<file path="config.mk">
export PLATFORM = sky130hd
export DESIGN_NAME = i2c_master_byte_engine_unit
export DESIGN_NICKNAME = d
export VERILOG_FILES = /design/src/hw/rtl/i2cme_pkg.sv /design/src/hw/rtl/i2cme_front.sv /design/src/hw/rtl/i2cme_fifo.sv /design/src/hw/rtl/i2cme_back.sv /design/src/hw/rtl/i2c_master_byte_engine_unit.sv
export VERILOG_INCLUDE_DIRS = /design/src /design/src/hw/rtl
export SDC_FILE = /design/constraint.sdc
export NUM_CORES = 1
export LEC_CHECK = 0
export BUFFER_PORTS_ARGS = -buffer_cell sky130_fd_sc_hd__buf_2
export CORE_ASPECT_RATIO = 0.9
export CORE_MARGIN = 2
export CORE_UTILIZATION = 46
export CTS_CLUSTER_DIAMETER = 100
export DETAILED_ROUTE_END_ITERATION = 10
export GPL_TIMING_DRIVEN = 0
export SYNTH_ARGS = -nofsm -noshare
export SYNTH_HDL_FRONTEND = slang
export SYNTH_SLANG_ARGS = --single-unit
export TNS_END_PERCENT = 100
</file>
<file path="constraint.sdc">
create_clock -name clk -period 5.9 [get_ports clk]
set_clock_uncertainty 0.15 [all_clocks]
set_input_delay 0.295 -clock clk [delete_from_list [all_inputs] [get_ports clk]]
set_output_delay 0.295 -clock clk [all_outputs]
set_load 0.005 [all_outputs]
</file>
<file path="src/hw/rtl/i2c_master_byte_engine_unit_macros.svh">
// Assertion macros for the I2C master byte engine.
// Needs clk and rst in the scope of use.
`ifndef I2C_MASTER_BYTE_ENGINE_UNIT_MACROS_SVH
`define I2C_MASTER_BYTE_ENGINE_UNIT_MACROS_SVH

// same-cycle implication
`define I2CME_ASSERT_NOW(label, ante, cons, msg) \
  label: assert property (@(posedge clk) disable iff (rst) (ante) |-> (cons)) \
    else $error(msg);

// next-cycle implication
`define I2CME_ASSERT_NEXT(label, ante, cons, msg) \
  label: assert property (@(posedge clk) disable iff (rst) (ante) |=> (cons)) \
    else $error(msg);

`endif

</file>
<file path="src/hw/rtl/i2cme_pkg.sv">
// Shared types and codes for the I2C master byte engine.
// No dependencies.
`default_nettype none

package i2cme_pkg;

  localparam int PHASE_COUNT_BITS_DEF = 16;
  localparam int Q_DEPTH              = 4;

  localparam logic [2:0] OP_IDLE   = 3'd0;
  localparam logic [2:0] OP_START  = 3'd1;
  localparam logic [2:0] OP_STOP   = 3'd2;
  localparam logic [2:0] OP_WRITE  = 3'd3;
  localparam logic [2:0] OP_READ   = 3'd4;
  localparam logic [2:0] OP_FIN    = 3'd5;
  localparam logic [2:0] OP_FIN_WR = 3'd6;

  localparam logic REG_PHASE_TICKS = 1'b0;
  localparam logic REG_POLL_LIMIT  = 1'b1;

  localparam logic [15:0] PHASE_TICKS_RST = 16'd48;
  localparam logic [7:0]  POLL_LIMIT_RST  = 8'd255;
  localparam logic [7:0]  MSB_MASK        = 8'h80;

  typedef struct packed {
    logic [2:0] op;
    logic [7:0] tx_byte;
    logic       final_req;
    logic       sda_in;
  } item_t;

  typedef struct packed {
    logic       scl_level;
    logic       sda_level;
    logic       sda_drive;
    logic       busy_res;
    logic       done_res;
    logic [7:0] rx_byte;
    logic       nack;
  } res_t;

endpackage

`default_nettype wire

</file>
<file path="src/hw/rtl/i2cme_front.sv">
// Front end: accepts tick items and decodes the command field.
// Depends on i2cme_pkg.
`default_nettype none

module i2cme_front
  import i2cme_pkg::*;
(
  input  wire logic        s_tvalid,
  output logic             s_tready,
  input  wire logic [15:0] s_tdata,  // command[2:0], tx_byte, final_req, sda_in
  input  wire logic        q_full,
  output logic             push,
  output item_t            item
);

  logic [2:0] cmd;

  assign cmd      = s_tdata[2:0];
  assign s_tready = !q_full;
  assign push     = s_tvalid && !q_full;

  always_comb begin
    unique case (cmd)
      OP_START, OP_STOP, OP_WRITE, OP_READ: item.op = cmd;
      default:                              item.op = OP_IDLE;
    endcase
    item.tx_byte   = s_tdata[10:3];
    item.final_req = s_tdata[11];
    item.sda_in    = s_tdata[12];
  end

endmodule

`default_nettype wire

</file>
<file path="src/hw/rtl/i2cme_fifo.sv">
// Short queue between front and back.
// Depends on i2cme_pkg.
`default_nettype none

module i2cme_fifo
  import i2cme_pkg::*;
(
  input  wire logic  clk,
  input  wire logic  rst,
  input  wire logic  push,
  input  wire item_t wr_item,
  output logic       full,
  input  wire logic  pop,
  output logic       valid,
  output item_t      rd_item
);

  localparam int PW = $clog2(Q_DEPTH);

  item_t         mem [Q_DEPTH];
  logic [PW-1:0] wr_ptr;
  logic [PW-1:0] rd_ptr;
  logic [PW:0]   count;

  assign full    = (count == (PW+1)'(Q_DEPTH));
  assign valid   = (count != '0);
  assign rd_item = mem[rd_ptr];

  always_ff @(posedge clk) begin
    if (push) begin
      mem[wr_ptr] <= wr_item;
    end
  end

  always_ff @(posedge clk) begin
    if (rst) begin
      wr_ptr <= '0;
      rd_ptr <= '0;
      count  <= '0;
    end else begin
      if (push) wr_ptr <= wr_ptr + PW'(1);
      if (pop)  rd_ptr <= rd_ptr + PW'(1);
      unique case ({push, pop})
        2'b10:   count <= count + (PW+1)'(1);
        2'b01:   count <= count - (PW+1)'(1);
        default: count <= count;
      endcase
    end
  end

endmodule

`default_nettype wire

</file>
<file path="src/hw/rtl/i2cme_back.sv">
// Back end: bus phase sequencer, configuration registers and result register.
// Depends on i2cme_pkg.
`default_nettype none

module i2cme_back
  import i2cme_pkg::*;
#(
  parameter int PHASE_COUNT_BITS = PHASE_COUNT_BITS_DEF
) (
  input  wire logic        clk,
  input  wire logic        rst,
  input  wire logic        cfg_we,
  input  wire logic        cfg_index,
  input  wire logic [15:0] cfg_data,
  input  wire logic        q_valid,
  input  wire item_t       q_item,
  output logic             pop,
  output logic             out_valid,
  input  wire logic        out_ready,
  output res_t             res
);

  localparam int PCB = PHASE_COUNT_BITS;
  localparam int HW  = (PCB > 16) ? PCB : 16;

  logic [15:0]    phase_ticks;
  logic [7:0]     poll_limit;

  logic [2:0]     operation,   operation_next;
  logic [2:0]     phase_index, phase_index_next;
  logic [3:0]     bit_index,   bit_index_next;
  logic [PCB-1:0] tick_count,  tick_count_next;
  logic [7:0]     poll_count,  poll_count_next;
  logic [7:0]     shift_byte,  shift_byte_next;
  logic           scl,         scl_next;
  logic           sda,         sda_next;
  logic           drv,         drv_next;
  logic           ack_missing, ack_missing_next;
  logic           read_final,  read_final_next;
  logic [7:0]     rx_last,     rx_last_next;
  logic           done;

  logic [15:0]    h16;
  logic [HW-1:0]  h_wide;
  logic [HW-1:0]  mask_wide;
  logic [PCB-1:0] hold_val;
  logic [7:0]     lim;

  assign pop = q_valid && (!out_valid || out_ready);

  assign h16       = (phase_ticks == 16'd0) ? 16'd0 : phase_ticks - 16'd1;
  assign h_wide    = HW'(h16);
  assign mask_wide = {HW{1'b1}} >> (HW - PCB);
  assign hold_val  = (h_wide > mask_wide) ? {PCB{1'b1}} : h_wide[PCB-1:0];
  assign lim       = (poll_limit == 8'd0) ? 8'd1 : poll_limit;

  always_comb begin
    operation_next   = operation;
    phase_index_next = phase_index;
    bit_index_next   = bit_index;
    tick_count_next  = tick_count;
    poll_count_next  = poll_count;
    shift_byte_next  = shift_byte;
    scl_next         = scl;
    sda_next         = sda;
    drv_next         = drv;
    ack_missing_next = ack_missing;
    read_final_next  = read_final;
    rx_last_next     = rx_last;
    done             = 1'b0;

    if (operation == OP_IDLE && q_item.op != OP_IDLE) begin
      operation_next   = q_item.op;
      phase_index_next = 3'd0;
      bit_index_next   = 4'd0;
      tick_count_next  = '0;
      poll_count_next  = 8'd0;
      if (q_item.op == OP_WRITE) begin
        shift_byte_next  = q_item.tx_byte;
        ack_missing_next = 1'b1;
      end else if (q_item.op == OP_READ) begin
        shift_byte_next = 8'd0;
        read_final_next = q_item.final_req;
      end
    end

    if (operation_next != OP_IDLE) begin
      if (tick_count_next != '0) begin
        tick_count_next = tick_count_next - PCB'(1);
      end else begin
        unique case (operation_next)
          OP_START: begin
            unique case (phase_index_next)
              3'd0: begin sda_next = 1'b1; drv_next = 1'b1; end
              3'd1: scl_next = 1'b1;
              3'd2: sda_next = 1'b0;
              default: scl_next = 1'b0;
            endcase
            tick_count_next = hold_val;
            if (phase_index_next >= 3'd3) operation_next = OP_FIN;
            else phase_index_next = phase_index_next + 3'd1;
          end
          OP_STOP: begin
            unique case (phase_index_next)
              3'd0: begin sda_next = 1'b0; drv_next = 1'b1; end
              3'd1: scl_next = 1'b0;
              3'd2: scl_next = 1'b1;
              default: sda_next = 1'b1;
            endcase
            tick_count_next = hold_val;
            if (phase_index_next >= 3'd3) operation_next = OP_FIN;
            else phase_index_next = phase_index_next + 3'd1;
          end
          OP_WRITE: begin
            unique case (phase_index_next)
              3'd0: begin
                scl_next = 1'b0; tick_count_next = hold_val; phase_index_next = 3'd1;
              end
              3'd1: begin
                sda_next = |(shift_byte_next & MSB_MASK);
                drv_next = 1'b1;
                shift_byte_next = {shift_byte_next[6:0], 1'b0};
                tick_count_next = hold_val;
                phase_index_next = 3'd2;
              end
              3'd2: begin
                scl_next = 1'b1; tick_count_next = hold_val; phase_index_next = 3'd3;
              end
              3'd3: begin
                scl_next = 1'b0;
                tick_count_next = hold_val;
                bit_index_next = bit_index_next + 4'd1;
                phase_index_next = (bit_index_next < 4'd8) ? 3'd1 : 3'd4;
              end
              3'd4: begin
                drv_next = 1'b0; sda_next = 1'b1;
                tick_count_next = hold_val; phase_index_next = 3'd5;
              end
              3'd5: begin
                scl_next = 1'b1; tick_count_next = hold_val;
                poll_count_next = 8'd0; phase_index_next = 3'd6;
              end
              3'd6: begin
                tick_count_next = '0;
                if (!q_item.sda_in) begin
                  ack_missing_next = 1'b0;
                  phase_index_next = 3'd7;
                end else begin
                  poll_count_next = poll_count_next + 8'd1;
                  if (poll_count_next >= lim) phase_index_next = 3'd7;
                end
              end
              default: begin
                scl_next = 1'b0; tick_count_next = hold_val; operation_next = OP_FIN_WR;
              end
            endcase
          end
          OP_READ: begin
            unique case (phase_index_next)
              3'd0: begin
                scl_next = 1'b0; drv_next = 1'b0;
                tick_count_next = hold_val; phase_index_next = 3'd1;
              end
              3'd1: begin
                scl_next = 1'b1; tick_count_next = hold_val; phase_index_next = 3'd2;
              end
              3'd2: begin
                tick_count_next = hold_val; phase_index_next = 3'd3;
              end
              3'd3: begin
                shift_byte_next = {shift_byte_next[6:0], q_item.sda_in};
                scl_next = 1'b0;
                tick_count_next = hold_val;
                bit_index_next = bit_index_next + 4'd1;
                phase_index_next = (bit_index_next < 4'd8) ? 3'd0 : 3'd4;
              end
              3'd4: begin
                drv_next = 1'b1; scl_next = 1'b0;
                tick_count_next = hold_val; phase_index_next = 3'd5;
              end
              3'd5: begin
                sda_next = read_final_next;
                tick_count_next = hold_val; phase_index_next = 3'd6;
              end
              3'd6: begin
                scl_next = 1'b1; tick_count_next = hold_val; phase_index_next = 3'd7;
              end
              default: begin
                scl_next = 1'b0; rx_last_next = shift_byte_next;
                tick_count_next = hold_val; operation_next = OP_FIN;
              end
            endcase
          end
          OP_FIN_WR: begin
            sda_next = 1'b1; drv_next = 1'b1;
            operation_next = OP_IDLE;
            done = 1'b1;
          end
          default: begin
            operation_next = OP_IDLE;
            done = 1'b1;
          end
        endcase
      end
    end
  end

  always_ff @(posedge clk) begin
    if (rst) begin
      phase_ticks <= PHASE_TICKS_RST;
      poll_limit  <= POLL_LIMIT_RST;
    end else if (cfg_we) begin
      unique case (cfg_index)
        REG_PHASE_TICKS: phase_ticks <= cfg_data;
        REG_POLL_LIMIT:  poll_limit  <= cfg_data[7:0];
        default:         phase_ticks <= phase_ticks;
      endcase
    end
  end

  always_ff @(posedge clk) begin
    if (rst) begin
      operation   <= OP_IDLE;
      phase_index <= 3'd0;
      bit_index   <= 4'd0;
      tick_count  <= '0;
      poll_count  <= 8'd0;
      shift_byte  <= 8'd0;
      scl         <= 1'b1;
      sda         <= 1'b1;
      drv         <= 1'b1;
      ack_missing <= 1'b0;
      read_final  <= 1'b0;
      rx_last     <= 8'd0;
      out_valid   <= 1'b0;
    end else begin
      if (pop) begin
        operation   <= operation_next;
        phase_index <= phase_index_next;
        bit_index   <= bit_index_next;
        tick_count  <= tick_count_next;
        poll_count  <= poll_count_next;
        shift_byte  <= shift_byte_next;
        scl         <= scl_next;
        sda         <= sda_next;
        drv         <= drv_next;
        ack_missing <= ack_missing_next;
        read_final  <= read_final_next;
        rx_last     <= rx_last_next;
        out_valid   <= 1'b1;
      end else if (out_ready) begin
        out_valid <= 1'b0;
      end
    end
  end

  always_ff @(posedge clk) begin
    if (pop) begin
      res.scl_level <= scl_next;
      res.sda_level <= sda_next;
      res.sda_drive <= drv_next;
      res.busy_res  <= (operation_next != OP_IDLE);
      res.done_res  <= done;
      res.rx_byte   <= rx_last_next;
      res.nack      <= ack_missing_next;
    end
  end

endmodule

`default_nettype wire

</file>
<file path="src/hw/rtl/i2c_master_byte_engine_unit.sv">
// I2C master byte engine, top level. A tick item is written into the queue, then the
// sequencer step writes its result into the result register.
// Throughput: one tick item per cycle, set by the sequencer step, unless a held result waits on m_tready.
// Reset (synchronous, rst high): sequencer idle, SCL high, SDA driven high,
// phase_ticks 48, ack_poll_limit 255, queue and result register empty.
`default_nettype none

`include "i2c_master_byte_engine_unit_macros.svh"

module i2c_master_byte_engine_unit
  import i2cme_pkg::*;
#(
  parameter int PHASE_COUNT_BITS = PHASE_COUNT_BITS_DEF
) (
  input  wire logic        clk,
  input  wire logic        rst,
  input  wire logic        s_tvalid,
  output logic             s_tready,
  input  wire logic [15:0] s_tdata,  // command[2:0], tx_byte[10:3], final_req[11], sda_in[12]
  output logic             m_tvalid,
  input  wire logic        m_tready,
  output logic [15:0] m_tdata,  // scl_level, sda_level, sda_drive, busy_res, done_res,
                                // rx_byte[12:5], nack[13]
  input  wire logic        cfg_we,
  input  wire logic        cfg_index,
  input  wire logic [15:0] cfg_data
);

  item_t fe_item;
  item_t q_item;
  logic  push;
  logic  q_full;
  logic  q_valid;
  logic  pop;
  res_t  res;

  i2cme_front u_front (
    .s_tvalid (s_tvalid),
    .s_tready (s_tready),
    .s_tdata  (s_tdata),
    .q_full   (q_full),
    .push     (push),
    .item     (fe_item)
  );

  i2cme_fifo u_fifo (
    .clk     (clk),
    .rst     (rst),
    .push    (push),
    .wr_item (fe_item),
    .full    (q_full),
    .pop     (pop),
    .valid   (q_valid),
    .rd_item (q_item)
  );

  i2cme_back #(
    .PHASE_COUNT_BITS (PHASE_COUNT_BITS)
  ) u_back (
    .clk       (clk),
    .rst       (rst),
    .cfg_we    (cfg_we),
    .cfg_index (cfg_index),
    .cfg_data  (cfg_data),
    .q_valid   (q_valid),
    .q_item    (q_item),
    .pop       (pop),
    .out_valid (m_tvalid),
    .out_ready (m_tready),
    .res       (res)
  );

  assign m_tdata = {2'b00, res.nack, res.rx_byte, res.done_res, res.busy_res,
                    res.sda_drive, res.sda_level, res.scl_level};

  `I2CME_ASSERT_NOW(a_done_idle, m_tvalid && m_tdata[4], !m_tdata[3], "done while busy")
  `I2CME_ASSERT_NOW(a_ready_empty, !q_valid, s_tready, "not ready with empty queue")
  `I2CME_ASSERT_NOW(a_pop_valid, pop, q_valid, "pop from empty queue")
  `I2CME_ASSERT_NEXT(a_push_fill, push && !pop, q_valid, "pushed item lost")

endmodule

`default_nettype wire

</file>
==> results <==
- The first global-routing pass estimated 35600 um of wire.
- For the worst setup path, the data arrival time is 5.65 ns.
- The clock tree buffer depth is 2.
- After synthesis the cells add up to 8370 um2.
- Setup repair after global routing left no endpoint under its margin.
- The cell sitting at the root of the clock tree is a sky130_fd_sc_hd__clkbuf_16.
- The share of total power dissipated in combinational logic is 0.498.
- The number of max-slew violations in the final report was 0.
- The reg2reg setup slack is 0.27 ns.
- During placement, the flow inserted port buffers numbering 50.
- The repair_antennas step left the layout with diodes totalling 0.
- The required time at the worst-slack endpoint is 5.93 ns.
- For the final routed database, the setup TNS stands at 0 ns.
- The number of synthesized register bits is 155.
- The critical path ends at u_back.res[10]$_DFFE_PP_.
- The worst setup path category is reg -> reg.
- The top cell types in the final layout, fill and taps aside, are 113 x sky130_fd_sc_hd__nand2_1, 89 x sky130_fd_sc_hd__dfxtp_1, 82 x sky130_fd_sc_hd__nor2_1, 75 x sky130_fd_sc_hd__a21oi_1, 66 x sky130_fd_sc_hd__edfxtp_1.
- IR analysis of the VDD net gives a maximum drop of 0.000308 V.
- Measured against its own limit, the worst slew margin works out to 0.128.
- The warning count from the yosys run is 0.
- The switching part of the total power is 0.460.
- Timing analysis after detailed placement gives a worst setup slack of 0.168 ns.
- The initial standard-cell utilization of the core is 0.472.
- The register share of total power is 0.286.
- Synthesis produced 896 cells.
- The ratio of final minimum period to clock period is 0.953.
- TritonCTS built the clock tree.
- The reported max-cap violation count is 0.
- The area growth from synthesis to layout is 17.7%.
- The tightest min-delay check is of the in -> reg type.
- The smallest clock period supported by the final layout is computed as 5.63 ns.
- The run finished with clean final reports.
- The clock latency of the later-clocked register in the worst-skew pair is 0.44 ns.
- The total global-route track usage is 0.234.
- The number of clock buffers added by TritonCTS is 17.
- In the global route stage, met2 resource usage came out at 0.352.
- The clock group share of total power is 0.216.
- The initial antenna violation count came to 0.
- Measured on the finished design, the core utilization comes to 0.556.
- The detailed-routing iteration count for the pre-antenna-repair pass is 6.
- The logic depth of the worst register-to-register path is 15.
- The met3 routing resource usage after global routing is 0.0554.
- The final HPWL from detailed placement is 15800 um.
- The worst setup path is launched from a flip-flop.
- The number of enable-type register cells in the synthesized netlist is 66.
- The count of final hold-check violations was 0.
- The routability-driven placement congestion ratio is 0.909.
- In this run the power density over the cells is 530 nW/um2.
- The worst reg2reg path endpoint is u_back.res[10]$_DFFE_PP_.
- After global routing, the most crowded layer is met2.
- Counting flops with an async set or reset pin after synthesis yields a share of 0.
- The via count of the first global-routing pass is 6640.
- The kind of end point of the critical path is a flip-flop.
- The most used flip-flop cell after synthesis is sky130_fd_sc_hd__dfxtp_1.
- The analysis attributes to cell leakage a power of 3.71 nW.
- The internal power component is 2.82 mW.
- The global-route track usage on met1 is 0.342.
- The routed wire length is 22400 um.
- The level count of the clock H-tree is 4.
- The total congestion overflow after global routing is 0.
- From left edge to right edge, the die measures 146 um.
- The most frequent standard cell in the layout excluding fill and tap cells is sky130_fd_sc_hd__nand2_1.
- Entering global routing, the biggest net connects 21 pins.
- The via total after detailed routing is 7230.
- The number of placed I/O pins is 56.
- After detailed routing, the number of vias per cell comes to 5.80.
- Each instance of the synthesized netlist takes up on average 9.34 um2.
- Of all nets on the critical path, the largest fanout is 10.
- The achievable frequency is 178 MHz.
- The tightest hold path in the finished design has a slack of 0.0421 ns.
- The number of nets in the layout is 1055.
- Setup violations remaining at the end of the flow were counted as 0.
- The detailed-route wire length per cell is 18.0 um.
- Row generation in the floorplan step produced 46 rows.
- The floorplan step set the die height to 132 um.
- The count of different cell masters after synthesis is 85.
- After floorplanning, the core was sized to cover 17700 um2.
- The worst path setup slack after routing is 0.274 ns.
- The clock-pin slew of the registers on the worst-case setup and hold paths is 0.08 ns.
- The floorplan step defined a die boundary enclosing 19300 um2.
- The layout cell share with drive strength beyond 1 is 0.138.
- The portion of the post-synthesis area used by sequential elements is 0.450.
- The pin slew with the least headroom to its limit is 1.30 ns.
- The DRC violation count after routing is 0.
- The count of routing violations after the opening detailed-route iteration is 689.
- The net switching component of the power is 2.40 mW.
- The count of nets left with antenna violations once routing finished came out at 0.
- The clock drives 155 sinks.
## layer usage
layer,up-vias,routed length (um)
li1,3496,-
met1,3467,10900
met2,247,9790
met3,20,1520
met4,0,269
met5,-,0
## per-stage QoR
step	cells	total power [mW]	instance area [um2]
4_1_cts	1247	5.18	9840
2_1_floorplan	897	3.26	8370
3_3_place_gp	1187	4.00	8920
5_1_grt	1247	5.54	9850
3_5_place_dp	1188	4.02	8940
6_report	1247	5.22	9850
## flip-flops by register name, summed over array words and instances, names as in the netlist, 2 cells and up, named ones only
register	flops
u_back.poll_limit	8
u_back.shift_byte	8
u_fifo.wr_ptr	2
u_back.res	14
u_back.bit_index	4
u_fifo.count	3
u_fifo.rd_ptr	2
u_back.tick_count	16
u_fifo.mem	52
u_back.poll_count	8
u_back.operation	3
u_back.phase_index	3
u_back.rx_last	8
u_back.phase_ticks	16
## critical path: stages, from the launching register on
cell and delay, ns:
sky130_fd_sc_hd__dfxtp_1 0.44, sky130_fd_sc_hd__mux4_2 0.55, sky130_fd_sc_hd__buf_2 0.21, sky130_fd_sc_hd__buf_6 0.16, sky130_fd_sc_hd__o31ai_4 0.45, sky130_fd_sc_hd__buf_2 0.35, sky130_fd_sc_hd__buf_2 0.28, sky130_fd_sc_hd__nand2_1 0.08
sky130_fd_sc_hd__ha_1 0.32, sky130_fd_sc_hd__nor3b_1 0.19, sky130_fd_sc_hd__and4_1 0.31, sky130_fd_sc_hd__and3_1 0.22, sky130_fd_sc_hd__o31ai_1 0.90, sky130_fd_sc_hd__inv_1 0.28, sky130_fd_sc_hd__a22oi_1 0.33, sky130_fd_sc_hd__nand3_1 0.12
## repair_timing
action,CTS,global route
endpoints found under the setup margin,0,4
setup buffers,0,0
endpoints found under the hold margin,65,0
resized for setup,0,1
hold buffers,27,0
## worst min path at each step
stage,startpoint,end,slack [ns],cells past startpoint
global placement,u_back.shift_byte[3]$_SDFFE_PP0P_,u_back.shift_byte[3]$_SDFFE_PP0P_,0.29,2
detailed placement,u_back.ack_missing$_SDFFE_PP0P_,u_back.ack_missing$_SDFFE_PP0P_,0.30,2
CTS,s_tdata[2],u_fifo.mem[2][11]$_DFFE_PP_,0.02,2
floorplan,s_tdata[12],u_fifo.mem[0][0]$_DFFE_PP_,0.24,0
global route,s_tdata[2],u_fifo.mem[0][10]$_DFFE_PP_,0.05,2
finish,s_tdata[2],u_fifo.mem[2][11]$_DFFE_PP_,0.04,2
## power by group through the flow
stage          clock network, mW  registers [mW]  logic, mW
3_5_place_dp                   0            1.51       2.51
5_1_grt                     1.19            1.52       2.83
6_report                    1.12            1.49       2.60
2_1_floorplan                  0            1.49       1.77
4_1_cts                     1.14            1.49       2.54
3_3_place_gp                   0            1.52       2.48
## cell families (layout without fill, tap and decap cells)
family          after synthesis  in the layout  synth area share
simple gates                326            326             0.188
fa+ha+maj                    23             23            0.0353
buf+inv                      90            200            0.0498
xor+xnor                     28             28            0.0293
compound gates              251            251             0.202
mux                          22             22            0.0459
flops                       155            155             0.450
other cells                   1              2          0.000448
## cell type report
type | count | area [um2]
clock buffer | 17 | 425
buffer | 58 | 297
tap | 240 | 300
multi-input combinational | 652 | 4200
inverter | 32 | 120
clock inverter | 15 | 206
timing repair buffer | 78 | 536
fill | 1657 | 7880
sequential | 155 | 3760
## cells in the mapped netlist (all sizes together) (13+ instances only)
| library cell | instances | share of area |
|---|---|---|
| a21oi | 76 | 0.047 |
| nand2 | 113 | 0.051 |
| ha | 22 | 0.033 |
| nor3 | 23 | 0.016 |
| a31oi | 15 | 0.011 |
| nand3 | 36 | 0.022 |
| xor2 | 13 | 0.014 |
| o21ai | 57 | 0.035 |
| nor2 | 84 | 0.038 |
| dfxtp | 89 | 0.21 |
| a22oi | 15 | 0.013 |
| edfxtp | 66 | 0.24 |
| a211oi | 17 | 0.018 |
| buf | 24 | 0.020 |
| clkbuf | 34 | 0.015 |
| xnor2 | 15 | 0.016 |
| mux4 | 13 | 0.035 |
| inv | 32 | 0.014 |
(Power assumes the default switching activity.)
